<file path="config.mk">
export PLATFORM = sky130hd
export DESIGN_NAME = gap_recip
export DESIGN_NICKNAME = d
export VERILOG_FILES = /design/src/hdl/gap_pkg.sv /design/src/hdl/gap_recip.sv
export SDC_FILE = /design/constraint.sdc
export NUM_CORES = 1
export LEC_CHECK = 0
export BUFFER_PORTS_ARGS = -buffer_cell sky130_fd_sc_hd__clkbuf_2
export CAP_MARGIN = 20
export CORE_MARGIN = 8
export CORE_UTILIZATION = 49
export CTS_BUF_LIST = sky130_fd_sc_hd__clkbuf_2 sky130_fd_sc_hd__clkbuf_4 sky130_fd_sc_hd__clkbuf_8
export CTS_CLUSTER_SIZE = 14
export DETAILED_ROUTE_END_ITERATION = 16
export PLACE_DENSITY_LB_ADDON = 0.2
export SETUP_SLACK_MARGIN = 0.4
export SLEW_MARGIN = 15
export SYNTH_ARGS = -nofsm -noshare
export SYNTH_HDL_FRONTEND = slang
export SYNTH_SLANG_ARGS = --single-unit
</file>
<file path="constraint.sdc">
create_clock -name clk -period 6.7 [get_ports clk]
set_clock_uncertainty 0.2 [all_clocks]
set_input_delay 1.005 -clock clk [delete_from_list [all_inputs] [get_ports clk]]
set_output_delay 1.005 -clock clk [all_outputs]
set_load 0.005 [all_outputs]
</file>
<file path="src/hdl/gap_pkg.sv">
// ----------------------------------------------------------------------------
// gap_pkg
// Shared types and constants of the global average pooling stream block.
// ----------------------------------------------------------------------------
package gap_pkg;

	localparam int DATA_W      = 64;
	localparam int CFG_INDEX_W = 3;
	localparam int CFG_DATA_W  = 11;
	localparam int MAP_W       = 11;
	localparam int ZVAL_W      = 7;
	localparam int SCALE_W     = 3;

	// reciprocal factor 2^25 / map + 1 needs 26 bits
	localparam int RECIP_SHIFT = 25;
	localparam int FACTOR_W    = RECIP_SHIFT + 1;
	localparam int DIV_STEPS   = RECIP_SHIFT + 1;

	// output shift: 25 + scale for positive codes, 17 + code for negative ones
	localparam logic [4:0] SHIFT_BASE     = 5'd25;
	localparam logic [4:0] SHIFT_NEG_BASE = 5'd17;

	typedef enum logic [CFG_INDEX_W-1:0] {
		REG_MODE_AVERAGE = 3'd0,
		REG_LOAD_WEIGHTS = 3'd1,
		REG_SCALE_SHIFT  = 3'd2,
		REG_MAP_SIZE     = 3'd3,
		REG_Z_VALUES     = 3'd4
	} cfg_reg_t;

	typedef struct packed {
		logic                done;
		logic [FACTOR_W-1:0] factor;
	} recip_t;

endpackage

</file>
<file path="src/hdl/gap_recip.sv">
// ----------------------------------------------------------------------------
// gap_recip
// Restoring divider producing the averaging factor 2^25 / map_size + 1,
// one quotient bit per cycle.
// ----------------------------------------------------------------------------
module gap_recip
	import gap_pkg::*;
(
	input  logic             clk,
	input  logic             arst_n,
	input  logic             start,
	input  logic [MAP_W-1:0] divisor,
	output recip_t           recip
);

	localparam int CNT_W = $clog2(DIV_STEPS);

	logic                busy_q;
	logic                done_q;
	logic [CNT_W-1:0]    count_q;
	logic [MAP_W-1:0]    rem_q;
	logic [FACTOR_W-1:0] quo_q;
	logic [FACTOR_W-1:0] factor_q;

	logic                num_bit;
	logic [MAP_W:0]      rem_sh;
	logic                q_bit;
	logic [MAP_W:0]      rem_sub;

	// the dividend is a single one at its top bit
	assign num_bit = (count_q == CNT_W'(DIV_STEPS - 1));
	assign rem_sh  = {rem_q, num_bit};
	assign q_bit   = (rem_sh >= {1'b0, divisor});
	assign rem_sub = rem_sh - {1'b0, divisor};

	always_ff @(posedge clk or negedge arst_n) begin
		if (!arst_n) begin
			busy_q  <= 1'b0;
			done_q  <= 1'b0;
			count_q <= '0;
		end else begin
			done_q <= 1'b0;
			if (start) begin
				busy_q  <= 1'b1;
				count_q <= CNT_W'(DIV_STEPS - 1);
			end else if (busy_q) begin
				if (count_q == '0) begin
					busy_q <= 1'b0;
					done_q <= 1'b1;
				end else begin
					count_q <= count_q - 1'b1;
				end
			end
		end
	end

	always_ff @(posedge clk) begin
		if (start) begin
			rem_q <= '0;
			quo_q <= '0;
		end else if (busy_q) begin
			rem_q <= q_bit ? rem_sub[MAP_W-1:0] : rem_sh[MAP_W-1:0];
			quo_q <= {quo_q[FACTOR_W-2:0], q_bit};
			if (count_q == '0)
				factor_q <= {quo_q[FACTOR_W-2:0], q_bit} + 1'b1;
		end
	end

	assign recip.done   = done_q;
	assign recip.factor = factor_q;

endmodule

</file>
# --- Word-level counts from Yosys, hierarchy flattened ---
# Index checks and enable logic that the tools add are counted.
totals:
  reg_bits: 69
classes:
  n_addsub: 3
  n_lt_le_gt_ge: 1
  n_eq_ne: 2
  muxes: 10
  bitwise_logic: 1
  reduce_logical: 4
ops:
  columns: ["cell", "count"]
  rows:
  - ["$add 26x1->26 const B", 1]
  - ["$mux 5", 3]
  - ["$ge 12x11->1", 1]
  - ["$mux 11", 1]
  - ["$sub 11x11->11", 1]
  - ["$mux 1", 6]
  - ["$eq 5x5->1 const B", 1]
  - ["$logic_not 5->1", 1]
  - ["$sub 5x1->5 const B", 1]
  - ["$reduce_and 3->1", 1]
  - ["$ne 2x2->1 const B", 1]
  - ["$reduce_and 2->1", 1]
  - ["$reduce_bool 2->1", 1]
  - ["$not 1->1", 1]

# --- Longest topological paths before layout ---
# Gate-level depths: netlist of run 1.
logic_depth:
  word_depth: 4
  depth_mapped: 18
  mapped_depth_nobuf: 17

# --- Worst setup path after synthesis of run 1 ---
# No wires, ideal clock.
synth_path:
  path_kind: "input -> register"
  from: "input port divisor[0]"
  to: "register factor_q[24] (data pin)"
  setup_ns: 0.258
  t_arrival_ns: 3.835
  t_required_ns: 6.242
  setup_slack_ns: 2.407
  path_stages: 15
  n_path_buf: 1
  cell_sequence: "ha_1 -> fa_1 -> nand2b_1 -> o2bb2ai_2 -> a2111oi_4 -> nor3_4 -> inv_2 -> buf_6 -> ha_1 -> nand3_1 -> nor2_1 -> nand2b_4 -> or3_4 -> nor3_2 -> xnor2_1"
synth_via:
  elab_chain_cells: 2
synth_lines:
  columns: ["element", "line", "source"]
  rows:
  - ["start, declared", "gap_recip.sv:12", "input logic [MAP_W-1:0] divisor,"]
  - ["$ge 12x11->1", "gap_recip.sv:33", "assign q_bit = (rem_sh >= {1'b0, divisor});"]
  - ["via q_bit", "gap_recip.sv:27", "logic q_bit;"]
  - ["$add 26x1->26", "gap_recip.sv:65", "factor_q <= {quo_q[FACTOR_W-2:0], q_bit} + 1'b1;"]
  - ["end signal, assigned", "gap_recip.sv:65", null]
  - ["end, declared", "gap_recip.sv:23", "logic [FACTOR_W-1:0] factor_q;"]
# The timed path passes the listed nets, and every way through them passes these cells.
# A chain may end at the register's enable or synchronous reset.

# --- Worst setup path after layout of run 1 ---
layout_path:
  from: "register count_q[1]"
  to: "register factor_q[22] (data pin)"
layout_via:
  elab_chain_cells: 3
layout_lines:
  columns: ["element", "line", "source"]
  rows:
  - ["start, declared", "gap_recip.sv:20", "logic [CNT_W-1:0] count_q;"]
  - ["start signal, assigned", "gap_recip.sv:45", "count_q <= CNT_W'(DIV_STEPS - 1);"]
  - ["start signal, assigned", "gap_recip.sv:51", "count_q <= count_q - 1'b1;"]
  - ["$eq 5x5->1", "gap_recip.sv:31", "assign num_bit = (count_q == CNT_W'(DIV_STEPS - 1));"]
  - ["$ge 12x11->1", "gap_recip.sv:33", null]
  - ["$add 26x1->26", "gap_recip.sv:65", null]
# Every way passes these cells.

==> results of run 1 <==
[layout by cell type (no fill, tap or decap), types with 2 or more instances in the layout]
| cell type | count |
|---|---|
| nor2_1 | 50 |
| clkbuf_2 | 40 |
| dfxtp_1 | 36 |
| mux2i_1 | 26 |
| edfxtp_1 | 26 |
| nand2_1 | 24 |
| inv_1 | 22 |
| xnor2_1 | 22 |
| nand3_1 | 16 |
| ha_1 | 15 |
| nor3_1 | 11 |
| xor2_1 | 11 |
| o21ai_0 | 9 |
| clkbuf_8 | 9 |
| a21oi_1 | 7 |
| dfrtp_1 | 6 |
| nor4_1 | 5 |
| a311oi_2 | 5 |
| nand2b_1 | 4 |
| nand4_1 | 4 |
| nand4b_1 | 2 |
| o21a_1 | 2 |
| or3_1 | 2 |
| clkinv_1 | 2 |
| o22ai_1 | 2 |
| o31ai_1 | 2 |
| a211oi_1 | 2 |
| bufinv_16 | 2 |
| clkinv_2 | 2 |
[registers in the layout (all words and copies together) (netlist names)]
register and count:
factor_q 26, quo_q 25, count_q 5, rem_q 11
busy_q 1, done_q 1
[metal layers]
layer / routed length, um / part of all wire (%)
met5: 0 / 0
met4: 57 / 0.80
met3: 297 / 4.2
met2: 3441 / 49
met1: 3288 / 46
[report_power, final]
group,switching [mW],internal (mW),total (mW)
combinational,0.248,0.183,0.431
sequential,0.0451,0.481,0.526
clock,0.152,0.207,0.359
total,0.444,0.872,1.32
[through the flow]
| step | total power, mW | util (%) | setup slack, ns |
|---|---|---|---|
| after global routing | 1.403 | 57.53 | 1.795 |
| after detailed placement | 0.9629 | 54.28 | 1.925 |
| after floorplan | 0.8826 | - | 2.407 |
| final | 1.316 | 57.53 | 2.159 |
| after global placement | 0.9555 | 54.28 | 2.001 |
| after CTS | 1.326 | 57.25 | 2.150 |
[logic make-up (layout without fill, tap and decap cells)]
family                     after synthesis  in the layout  share of synthesized area, %
DFF                                     69             69                         45.95
AOI/OAI and AO/OA                       42             42                         9.739
muxes                                   27             27                         7.442
adders and majority gates               16             16                         5.693
buffers and inverters                   37             82                         4.321
xor gates and xnor gates                33             33                         7.922
and+or+nand+nor                        134            134                         18.93
[worst max-delay path by stage]
stage,from,to,slack (ns),depth (start not counted)
floorplan,divisor[0],factor_q[24],2.41,15
global placement,divisor[0],factor_q[24],2.00,15
detailed placement,divisor[0],factor_q[22],1.92,15
CTS,count_q[1],factor_q[22],2.15,17
global route,count_q[1],factor_q[22],1.80,17
finish,count_q[1],factor_q[22],2.16,17
[area by class of cell]
class / count / area, um^2
Fill cell: 672 / 3064
Multi-Input combinational cell: 252 / 1817
Sequential cell: 69 / 1678
Timing Repair Buffer: 42 / 227.7
Clock buffer: 9 / 123.9
Tap cell: 99 / 123.9
Clock inverter: 7 / 90.09
Inverter: 24 / 90.09
==> impl_metrics.sql, run 1 <==
INSERT INTO impl_metrics (metric_group, metric, value, unit) VALUES
('outcome', 'outcome', 'finished clean', ''),
('logic_synthesis', 'yosys_register_bits', '69', ''),
('clocking', 'cts.sink_count', '69', ''),
('detailed_routing', 'detailedRoute.firstIterationViolations', '114', ''),
('flow_run', 'max-cap-violations', '0', ''),
('worst_setup_path', 'critPathArrivalTime', '4.42', 'ns'),
('floorplan', 'die_h', '102.3', 'um'),
('timing', 'final_report_max_slew_violation_count', '0', ''),
('global_routing', 'groute.usage.overall', '14.57', '%'),
('global_routing', 'antenna_found_initial', '0', ''),
('detailed_routing', 'drt_wl_total', '7.084', 'mm'),
('logic_synthesis', 'syn_inst_count', '358', ''),
('worst_setup_path', 'reg2reg_setup_slack', '2.16', 'ns'),
('worst_setup_path', 'critical_path.reg2reg.endpoint', 'factor_q[22]', ''),
('clocking', 'cts.root.buffer_cell', 'clkbuf_8', ''),
('global_routing', 'grt_most_used_layer', 'met2', ''),
('clocking', 'cts_tree', 'yes', ''),
('detailed_routing', 'via_count', '2637', ''),
('global_routing', 'grtUsageMet3', '4.632', '%'),
('logic_synthesis', 'sequential_area_share_after_synthesis', '45.95', '%'),
('logic_synthesis', 'mappedNetlistNets', '388', ''),
('worst_setup_path', 'r2r.worst_path.cells', '17', ''),
('worst_hold_path', 'hp-class', 'in2async', ''),
('clocking', 'cts-resized-gates', '0', ''),
('worst_setup_path', 'cp_common_cell', 'ha_1', ''),
('clocking', 'postCtsHoldBufs', '0', ''),
('floorplan', 'placementRows', '31', ''),
('logic_synthesis', 'post_synth_most_frequent_cells', 'nor2_1, dfxtp_1, edfxtp_1, mux2i_1, nand2_1', ''),
('worst_setup_path', 'worst-endpoint-required', '6.58', 'ns'),
('worst_setup_path', 'setup_crit_start_kind', 'flop', ''),
('logic_synthesis', 'yosys_warnings', '0', ''),
('finish', 'stdcell_area', '4150', 'um^2'),
('worst_setup_path', 'worstSetupEndpointType', 'flop', ''),
('worst_setup_path', 'timing_worst_setup_path_type', 'reg2reg', ''),
('power', 'p_leak', '1.829', 'nW'),
('worst_setup_path', 'rr_startpoint', 'count_q[1]', ''),
('global_routing', 'grt_pass1_vias', '2535', ''),
('logic_synthesis', 'post-synth-top-count-cell', 'nor2_1', ''),
('power', 'power_density', '317.1', 'nW/um^2'),
('timing', 'grt_setup_unrepaired', 'no', ''),
('detailed_routing', 'routedWlPerCell', '14.11', 'um'),
('logic_synthesis', 'async_reset_ff_share', '10.14', '%'),
('timing', 'worst_pin_slew', '0.9579', 'ns'),
('timing', 'fmax', '220.2', 'MHz'),
('logic_synthesis', 'largest_area_contributor_in_the_synthesized_netlist', 'edfxtp_1', ''),
('placed_design', 'placement.cell_area', '3916', 'um^2'),
('timing', 'final.min_clock_period', '4.541', 'ns'),
('clocking', 'cts.clk_slew.worst_paths', '0.07', 'ns'),
('timing', 'hold_viol_final', '0', ''),
('logic_synthesis', 'synth_largest_type_area_fraction', '21.40', '%'),
('logic_synthesis', 'synth_ff_type', 'dfxtp_1', ''),
('finish', 'area.growth.synth_to_final', '13.75', '%'),
('global_routing', 'grt_max_degree', '47', ''),
('placed_design', 'place.gp.congestion', '0.7844', ''),
('worst_setup_path', 'cp_top_family', 'simple AND/OR/NAND/NOR gates', ''),
('detailed_routing', 'final_antenna_net_count', '0', ''),
('clocking', 'cts-htree-levels', '3', ''),
('global_routing', 'groute.layer.met1.usage', '18.11', '%'),
('detailed_routing', 'detail_route.drc_violations', '0', ''),
('global_routing', 'global_route_wire_length_before_repair', '12.13', 'mm'),
('finish', 'finish.cell_count_without_fillers', '502', ''),
('detailed_routing', 'first_pass_iters', '4', ''),
('floorplan', 'die_area', '10460', 'um^2'),
('floorplan', 'core_area', '7214', 'um^2'),
('worst_setup_path', 'worst-path-buf-inv', '2', ''),
('logic_synthesis', 'netlist_area_pre_place', '3648', 'um^2'),
('clocking', 'clockBufferDepth', '2', ''),
('global_routing', 'grt-ovfl-total', '0', ''),
('logic_synthesis', 'synth_top_cells_by_area', 'edfxtp_1, dfxtp_1, mux2i_1, xnor2_1, nor2_1', ''),
('clocking', 'clk_latency', '0.33', 'ns'),
('floorplan', 'floorplan.io_pins', '41', '');
Power figures use the tool's default switching activity.
==> inputs of run 2 (changes only) <==
- ABC_AREA: default -> 1
- clock period: 6.7 -> 3.7 ns (I/O delays scaled with it)
==> run 2 against run 1 <==
Effect of this change:
- setup slack worse by 1.6 ns
- global-route usage increased by 2.7 points
- register-to-register slack got worse by 1.6 ns
- sequential share of layout area is 2.9 points lower
- sequential cell count unchanged
- via count grew 21%
- first-iteration DRC count grew 46%
- critical path depth up 2
- critical path type unchanged
- critical endpoint is now factor_q[18]
==> impl_metrics.sql, run 2 <==
INSERT INTO impl_metrics (metric_group, metric, value, unit) VALUES
('timing', 'final.min_clock_period', '3.136', 'ns'),
('power', 'totalPowerFinal', '2.566', 'mW'),
('detailed_routing', 'avgViaCountPerCell', '5.006', ''),
('floorplan', 'initial_utilization', '49.40', '%'),
('finish', 'stdcell_area', '4472', 'um^2'),
('global_routing', 'grt_pass1_vias', '3038', ''),
('finish', 'final_util', '59.09', '%'),
('clocking', 'numCtsBuffers', '9', ''),
('worst_setup_path', 'reg2reg_setup_slack', '0.56', 'ns'),
('detailed_routing', 'detailedRoute.firstIterationViolations', '167', ''),
('floorplan', 'placementRows', '32', ''),
('finish', 'reg_top3', 'factor_q x26, quo_q x25, rem_q x11', ''),
('logic_synthesis', 'syn_inst_count', '473', ''),
('global_routing', 'antenna_found_initial', '0', ''),
('logic_synthesis', 'synth.distinct_cells', '38', ''),
('timing', 'worst_pin_slew', '0.5040', 'ns'),
('placed_design', 'dpl.hpwl', '6.363', 'mm'),
('logic_synthesis', 'synth_ff_type', 'dfxtp_1', ''),
('logic_synthesis', 'post_synth_and_or_nand_nor_area_fraction', '27.21', '%'),
('worst_setup_path', 'critical_path.reg2reg.endpoint', 'factor_q[18]', ''),
('clocking', 'cts.clk_slew.worst_paths', '0.07', 'ns'),
('logic_synthesis', 'largest_area_contributor_in_the_synthesized_netlist', 'edfxtp_1', ''),
('logic_synthesis', 'yosys_register_bits', '69', ''),
('logic_synthesis', 'synth_xor_area_share', '4.652', '%'),
('placed_design', 'placement.cell_area', '4050', 'um^2'),
('floorplan', 'floorplan.io_pins', '41', ''),
('worst_setup_path', 'setup_crit_start_kind', 'flop', ''),
('finish', 'mostFrequentLayoutCell', 'nand2_1', ''),
('clocking', 'cts_tree', 'yes', ''),
('detailed_routing', 'first_pass_iters', '4', ''),
('finish', 'final_net_count', '560', ''),
('finish', 'final_cell_mix', 'nand2_1, inv_1, clkbuf_2, dfxtp_1, nand3_1', ''),
('global_routing', 'grt-ovfl-total', '0', ''),
('clocking', 'clockBufferDepth', '2', ''),
('worst_setup_path', 'worstSetupEndpointType', 'flop', ''),
('worst_hold_path', 'hp-class', 'reg2reg', ''),
('logic_synthesis', 'sequential_area_share_after_synthesis', '44.85', '%'),
('detailed_routing', 'drt_wl_total', '8.617', 'mm'),
('clocking', 'cts.root.buffer_cell', 'clkbuf_8', ''),
('logic_synthesis', 'async_reset_ff_share', '10.14', '%'),
('floorplan', 'core_area', '7567', 'um^2'),
('global_routing', 'groute.usage.overall', '17.25', '%'),
('logic_synthesis', 'synth_largest_type_area_fraction', '20.88', '%'),
('placed_design', 'pre_cts_slack', '0.3351', 'ns'),
('worst_hold_path', 'worst_hold_path.endpoint', 'rem_q[10]', ''),
('timing', 'final_report_max_slew_violation_count', '0', ''),
('timing', 'hold_viol_final', '0', ''),
('outcome', 'outcome', 'finished clean', ''),
('floorplan', 'die_h', '103.4', 'um'),
('placed_design', 'placement.io_buffers', '40', ''),
('detailed_routing', 'routedWlPerCell', '13.53', 'um'),
('flow_run', 'max-cap-violations', '0', ''),
('logic_synthesis', 'main_combinational_cell_family_by_area_after_synthesis', 'simple AND/OR/NAND/NOR gates', ''),
('power', 'p_leak', '2.124', 'nW'),
('finish', 'largest_register_ff_count', '26', ''),
('logic_synthesis', 'mappedNetlistNets', '503', ''),
('worst_setup_path', 'timing_worst_setup_path_type', 'reg2reg', ''),
('logic_synthesis', 'yosys_warnings', '0', ''),
('logic_synthesis', 'netlist_area_pre_place', '3739', 'um^2'),
('timing', 'period_utilization_post_route', '84.76', '%'),
('clocking', 'cts.sink_count', '69', ''),
('timing', 'fmax', '318.9', 'MHz'),
('finish', 'drive_above_1_share', '18.13', '%'),
('global_routing', 'grt_max_degree', '29', ''),
('power', 'max-vdd-ir-drop', '0.2828', 'mV'),
('logic_synthesis', 'post-synth-top-count-cell', 'nand2_1', ''),
('logic_synthesis', 'count_of_flip_flops_with_a_built_in_enable_after_synthesis', '26', ''),
('worst_hold_path', 'hold_sp', 'rem_q[10]', ''),
('global_routing', 'global_route_wire_length_before_repair', '14.10', 'mm'),
('logic_synthesis', 'synth.mux.area_fraction', '0', '%'),
('detailed_routing', 'detail_route.drc_violations', '0', ''),
('logic_synthesis', 'synth_top_cells_by_area', 'edfxtp_1, dfxtp_1, nand2_1, inv_1, ha_1', ''),
('floorplan', 'die_width', '103.4', 'um'),
('finish', 'area.growth.synth_to_final', '19.61', '%'),
('clocking', 'clk_latency', '0.35', 'ns'),
('clocking', 'cts-htree-levels', '3', ''),
('detailed_routing', 'via_count', '3189', ''),
('logic_synthesis', 'share_of_the_synthesized_area_in_compound_gates_ao_oa_aoi_oai', '7.697', '%'),
('timing', 'grt_setup_unrepaired', 'no', ''),
('floorplan', 'die_area', '10680', 'um^2'),
('timing', 'worst_slew_margin_rel', '66.35', '%'),
('worst_setup_path', 'rr_startpoint', 'count_q[0]', ''),
('power', 'power_density', '573.9', 'nW/um^2'),
('placed_design', 'place.gp.congestion', '0.8739', ''),
('worst_hold_path', 'holdPathStages', '2', ''),
('timing', 'timing.final.ws_setup', '0.5639', 'ns'),
('logic_synthesis', 'post_synth_fa_ha_maj_area_fraction', '5.556', '%'),
('worst_setup_path', 'r2r.worst_path.cells', '19', ''),
('finish', 'max_flop_register', 'factor_q', ''),
('timing', 'setup_total_negative_slack', '0', 'ns'),
('worst_setup_path', 'cp_max_fo', '4', ''),
('logic_synthesis', 'post_synth_most_frequent_cells', 'nand2_1, inv_1, dfxtp_1', ''),
('worst_setup_path', 'worst-endpoint-required', '3.61', 'ns'),
('logic_synthesis', 'synth.avg_cell_area', '7.904', 'um^2'),
('detailed_routing', 'final_antenna_net_count', '0', ''),
('worst_setup_path', 'critPathArrivalTime', '3.05', 'ns'),
('finish', 'antenna-diode-count', '0', ''),
('timing', 'finalSetupViolations', '0', '');
[run 2: logic make-up after synthesis]
| group | count (synthesis) |
|---|---|
| AND/OR/NAND/NOR | 227 |
| XOR/XNOR | 19 |
| buffers and inverters | 94 |
| flip-flops | 69 |
| adder cells (fa/ha/maj) | 16 |
| AO/OA/AOI/OAI | 48 |
[run 2: repair_timing]
action	in CTS	in global routing
setup endpoints to repair	3	7
endpoints found under the hold margin	7	0
setup buffers	1	8
pin swaps	1	9
hold buffers	1	0
gates resized for setup	3	12
[run 2: per-stage QoR]
stage | instances | hold slack (ns)
final | 637 | 0.2702
after global routing | 637 | 0.2970
after CTS | 629 | 0.2743
after detailed placement | 611 | 0.2054
after global placement | 611 | 0.2023
after floorplan | 473 | 0.05941
[run 2: worst max-delay path, stage by stage (launching register included)]
cell     delay, ns
dfrtp_1       0.44
ha_4          0.15
nand4_1       0.12
ha_2          0.24
fa_2          0.40
inv_2         0.07
nand3_2       0.07
nand3_2       0.08
nand2_2       0.07
nand3_4       0.07
ha_4          0.15
nand2_4       0.07
nor3_4        0.14
nand2_2       0.10
nor2_4        0.16
nand2_4       0.10
nor2_8        0.14
nand2_2       0.05
nand2_1       0.05
nand2_1       0.04
[run 2: area by class of cell]
type,instances,area (um^2)
Fill cell,690,3095
Multi-Input combinational cell,310,1753
Sequential cell,69,1677
Inverter,85,319.1
Timing Repair Buffer,55,315.3
Clock buffer,11,151.4
Clock inverter,5,128.9
Tap cell,102,127.6
[run 2: per-layer routing]
| layer | track usage [%] | vias to the layer above | share of wire (%) |
|---|---|---|---|
| met5 | 0 | - | 0 |
| met3 | 5.355 | 16 | 4.9 |
| met4 | 6.452 | 0 | 2.0 |
| met2 | 28.85 | 64 | 48 |
| li1 | - | 1649 | - |
| met1 | 20.26 | 1460 | 45 |
[run 2: how the worst max path moves through the flow]
stage	startpoint	to	slack, ns	depth (start not counted)
final	count_q[0]	factor_q[18]	0.56	19
after global placement	count_q[1]	factor_q[18]	0.43	20
after floorplan	count_q[1]	factor_q[18]	0.42	21
after global routing	count_q[0]	factor_q[18]	0.39	19
after CTS	count_q[1]	factor_q[18]	0.44	20
after detailed placement	count_q[1]	factor_q[24]	0.34	15
[run 2: where the power goes]
| part | switching (mW) | internal, mW | total [mW] |
|---|---|---|---|
| clock | 0.297 | 0.555 | 0.853 |
| sequential | 0.0645 | 0.868 | 0.932 |
| combinational | 0.468 | 0.314 | 0.781 |
==> inputs of run 3 (changes only) <==
- clock period: 3.7 -> 2.55 ns (I/O delays scaled with it)
==> run 3 against run 2 <==
Effect of this change:
- the run now ends with setup timing left
- total power rose by 62%
- combinational power up 130%
- critical path depth grew 1
- via count up 6.2%
- core utilization rose by 6.2 points
- fmax increased by 4.0%
- critical endpoint unchanged
- largest cell class unchanged
- largest power group is now combinational cells
==> impl_metrics.sql, run 3 (same netlist as run 2, synthesis figures left out) <==
INSERT INTO impl_metrics (metric_group, metric, value, unit) VALUES
('finish', 'area.growth.synth_to_final', '32.20', '%'),
('timing', 'grt_setup_unrepaired', 'yes', ''),
('power', 'pwr-share-comb', '43.1', '%'),
('power', 'max-vdd-ir-drop', '0.3980', 'mV'),
('floorplan', 'floorplan.io_pins', '41', ''),
('placed_design', 'pre_cts_slack', '-0.5977', 'ns'),
('worst_setup_path', 'reg2reg_setup_slack', '-0.47', 'ns'),
('finish', 'reg_top3', 'factor_q x26, quo_q x25, rem_q x11', ''),
('clocking', 'cts.sink_count', '69', ''),
('worst_hold_path', 'holdPathStages', '3', ''),
('finish', 'final_cell_mix', 'nand2_1, inv_1, buf_4, clkbuf_2, dfxtp_1', ''),
('global_routing', 'grt_pass1_vias', '3264', ''),
('finish', 'antenna-diode-count', '0', ''),
('worst_setup_path', 'worst-endpoint-required', '2.46', 'ns'),
('clocking', 'numCtsBuffers', '9', ''),
('outcome', 'failed_checks', 'setup timing', ''),
('worst_hold_path', 'hp-class', 'in2reg', ''),
('timing', 'final_report_max_slew_violation_count', '0', ''),
('global_routing', 'groute.usage.overall', '17.74', '%'),
('floorplan', 'die_area', '10680', 'um^2'),
('placed_design', 'place.gp.congestion', '0.9341', ''),
('worst_setup_path', 'cell_chain_critical_path', 'inv_2 > ha_4 > nand4_1 > ha_2 > fa_2 > inv_2 > nand3_2 > nand3_2 > nand2_2 > nand3_4 > ha_4 > nand2_4 > nor3_4 > nand2_2 > nor2_4 > nand2_4 > nor2_8 > nand2_2 > nand2_1 > nand2_1', ''),
('placed_design', 'placement.cell_area', '4425', 'um^2'),
('timing', 'worst_slew_margin_rel', '70.79', '%'),
('timing', 'fmax', '331.6', 'MHz'),
('timing', 'timing.final.ws_setup', '-0.4657', 'ns'),
('worst_setup_path', 'cp_max_fo', '3', ''),
('detailed_routing', 'first_pass_iters', '5', ''),
('detailed_routing', 'via_count', '3388', ''),
('worst_setup_path', 'rr_startpoint', 'count_q[1]', ''),
('floorplan', 'die_h', '103.4', 'um'),
('finish', 'max_flop_register', 'factor_q', ''),
('detailed_routing', 'detail_route.drc_violations', '0', ''),
('timing', 'period_utilization_post_route', '118.3', '%'),
('detailed_routing', 'avgViaCountPerCell', '4.968', ''),
('worst_setup_path', 'cp_common_cell', 'nand2_2', ''),
('global_routing', 'antenna_found_initial', '0', ''),
('global_routing', 'grt-ovfl-total', '0', ''),
('worst_hold_path', 'hold_sp', 'start', ''),
('power', 'p_leak', '2.378', 'nW'),
('power', 'power_density', '841.7', 'nW/um^2'),
('finish', 'largest_register_ff_count', '26', ''),
('detailed_routing', 'drt_wl_total', '9.011', 'mm'),
('clocking', 'clk_latency', '0.35', 'ns'),
('worst_setup_path', 'critPathArrivalTime', '2.93', 'ns'),
('power', 'switching_share', '34.52', '%'),
('floorplan', 'die_width', '103.4', 'um'),
('worst_setup_path', 'worst-path-buf-inv', '2', ''),
('timing', 'final.min_clock_period', '3.016', 'ns'),
('timing', 'hold_viol_final', '0', ''),
('detailed_routing', 'routedWlPerCell', '13.21', 'um'),
('global_routing', 'grt_max_degree', '28', ''),
('floorplan', 'placementRows', '32', ''),
('timing', 'worst_pin_slew', '0.4342', 'ns'),
('power', 'clockPowerShare', '24.7', '%'),
('clocking', 'cts.clk_slew.worst_paths', '0.09', 'ns'),
('worst_setup_path', 'r2r.worst_path.cells', '20', ''),
('worst_setup_path', 'cp_top_family', 'simple AND/OR/NAND/NOR gates', ''),
('detailed_routing', 'final_antenna_net_count', '0', ''),
('power', 'totalPowerFinal', '4.160', 'mW'),
('worst_setup_path', 'timing_worst_setup_path_type', 'reg2reg', ''),
('placed_design', 'dpl.hpwl', '6.471', 'mm'),
('finish', 'final_util', '65.31', '%'),
('global_routing', 'global_route_wire_length_before_repair', '14.82', 'mm'),
('worst_hold_path', 'worst_hold_path.endpoint', 'count_q[4]', ''),
('finish', 'final_net_count', '605', ''),
('worst_setup_path', 'critical_path.reg2reg.endpoint', 'factor_q[18]', ''),
('worst_setup_path', 'critical_path.slowest_cell', 'dfrtp_1', ''),
('worst_setup_path', 'setup_crit_start_kind', 'flop', ''),
('timing', 'finalSetupViolations', '31', ''),
('flow_run', 'max-cap-violations', '0', ''),
('clocking', 'cts-htree-levels', '3', ''),
('power', 'power_frac_seq', '32.2', '%'),
('clocking', 'clockBufferDepth', '2', ''),
('power', 'power.net_switching', '1.436', 'mW'),
('placed_design', 'placement.io_buffers', '40', ''),
('worst_setup_path', 'slowest_delay', '0.38', 'ns'),
('outcome', 'outcome', 'finished, violations left', ''),
('finish', 'drive_above_1_share', '27.07', '%'),
('power', 'p_int', '2.724', 'mW'),
('detailed_routing', 'detailedRoute.firstIterationViolations', '180', ''),
('finish', 'stdcell_area', '4942', 'um^2'),
('clocking', 'cts_tree', 'yes', ''),
('floorplan', 'core_area', '7567', 'um^2'),
('finish', 'mostFrequentLayoutCell', 'nand2_1', ''),
('floorplan', 'initial_utilization', '49.40', '%'),
('finish', 'fill_cells', '644', ''),
('worst_setup_path', 'worstSetupEndpointType', 'flop', ''),
('clocking', 'cts.root.buffer_cell', 'clkbuf_8', '');
-- run 3: cell types whose count changed in the layout (fill, tap and decap cells not counted), sizes merged --
| cell | previous run | this run |
|---|---|---|
| inv | 85 | 88 |
| clkinvlp | 0 | 1 |
| bufinv | 4 | 2 |
| clkbuf | 51 | 50 |
| buf | 14 | 58 |
-- run 3: tightest hold or removal path, cell delays in order --
cell	delay (ns)
clkbuf_2	0.13
a21oi_1	0.05
o21ai_0	0.08
-- run 3: how the worst max path moves through the flow --
stage	from	endpoint	slack (ns)	cells past startpoint
after floorplan	count_q[1]	factor_q[18]	-0.62	21
after global placement	count_q[1]	factor_q[18]	-0.51	20
after detailed placement	count_q[1]	factor_q[18]	-0.60	20
after CTS	count_q[1]	factor_q[18]	-0.46	20
after global routing	count_q[1]	factor_q[18]	-0.65	20
final	count_q[1]	factor_q[18]	-0.47	20
-- run 3: final cells by class --
type | count | area [um^2] | share of cell area (%)
inverters | 85 | 324.1 | 6.557
clock inverters | 7 | 105.1 | 2.127
clock buffers | 9 | 123.9 | 2.506
flip-flops and latches | 69 | 1677 | 33.92
multi-input cells | 310 | 1856 | 37.54
repair buffers | 100 | 729.5 | 14.76
well taps | 102 | 127.6 | 2.582
-- run 3: through the flow --
step           cells  TNS (ns)  hold WS (ns)
2_1_floorplan    473    -3.796       -0.1131
3_3_place_gp     650    -6.755       0.02673
3_5_place_dp     650    -8.853       0.02970
4_1_cts          676    -4.748        0.1382
5_1_grt          682    -11.84        0.1698
6_report         682    -6.106        0.1502
-- run 3: power groups by stage --
stage	clock network (mW)	logic, mW	registers, mW
2_1_floorplan	0	0.878	1.35
3_3_place_gp	0	1.33	1.36
3_5_place_dp	0	1.36	1.37
4_1_cts	1.04	1.60	1.34
5_1_grt	1.09	1.98	1.36
6_report	1.03	1.79	1.34
-- run 3: timing repair --
action                                  CTS  global route
endpoints found under the hold margin     7             0
hold buffers                              1             0
gates resized for setup                  17            20
gates cloned                              1             1
pin swaps                                 5             8
setup buffers                             8             5
endpoints found under the setup margin   38            41
-- run 3: metal layers --
metal  routed length (um)  global-route usage, %  vias to the layer above
met5                    0                      0                        -
met4                  258                  8.899                        0
met3                  441                  3.079                       20
met2                 4501                  31.07                       94
met1                 3810                  20.32                     1538
li1                     -                      -                     1736
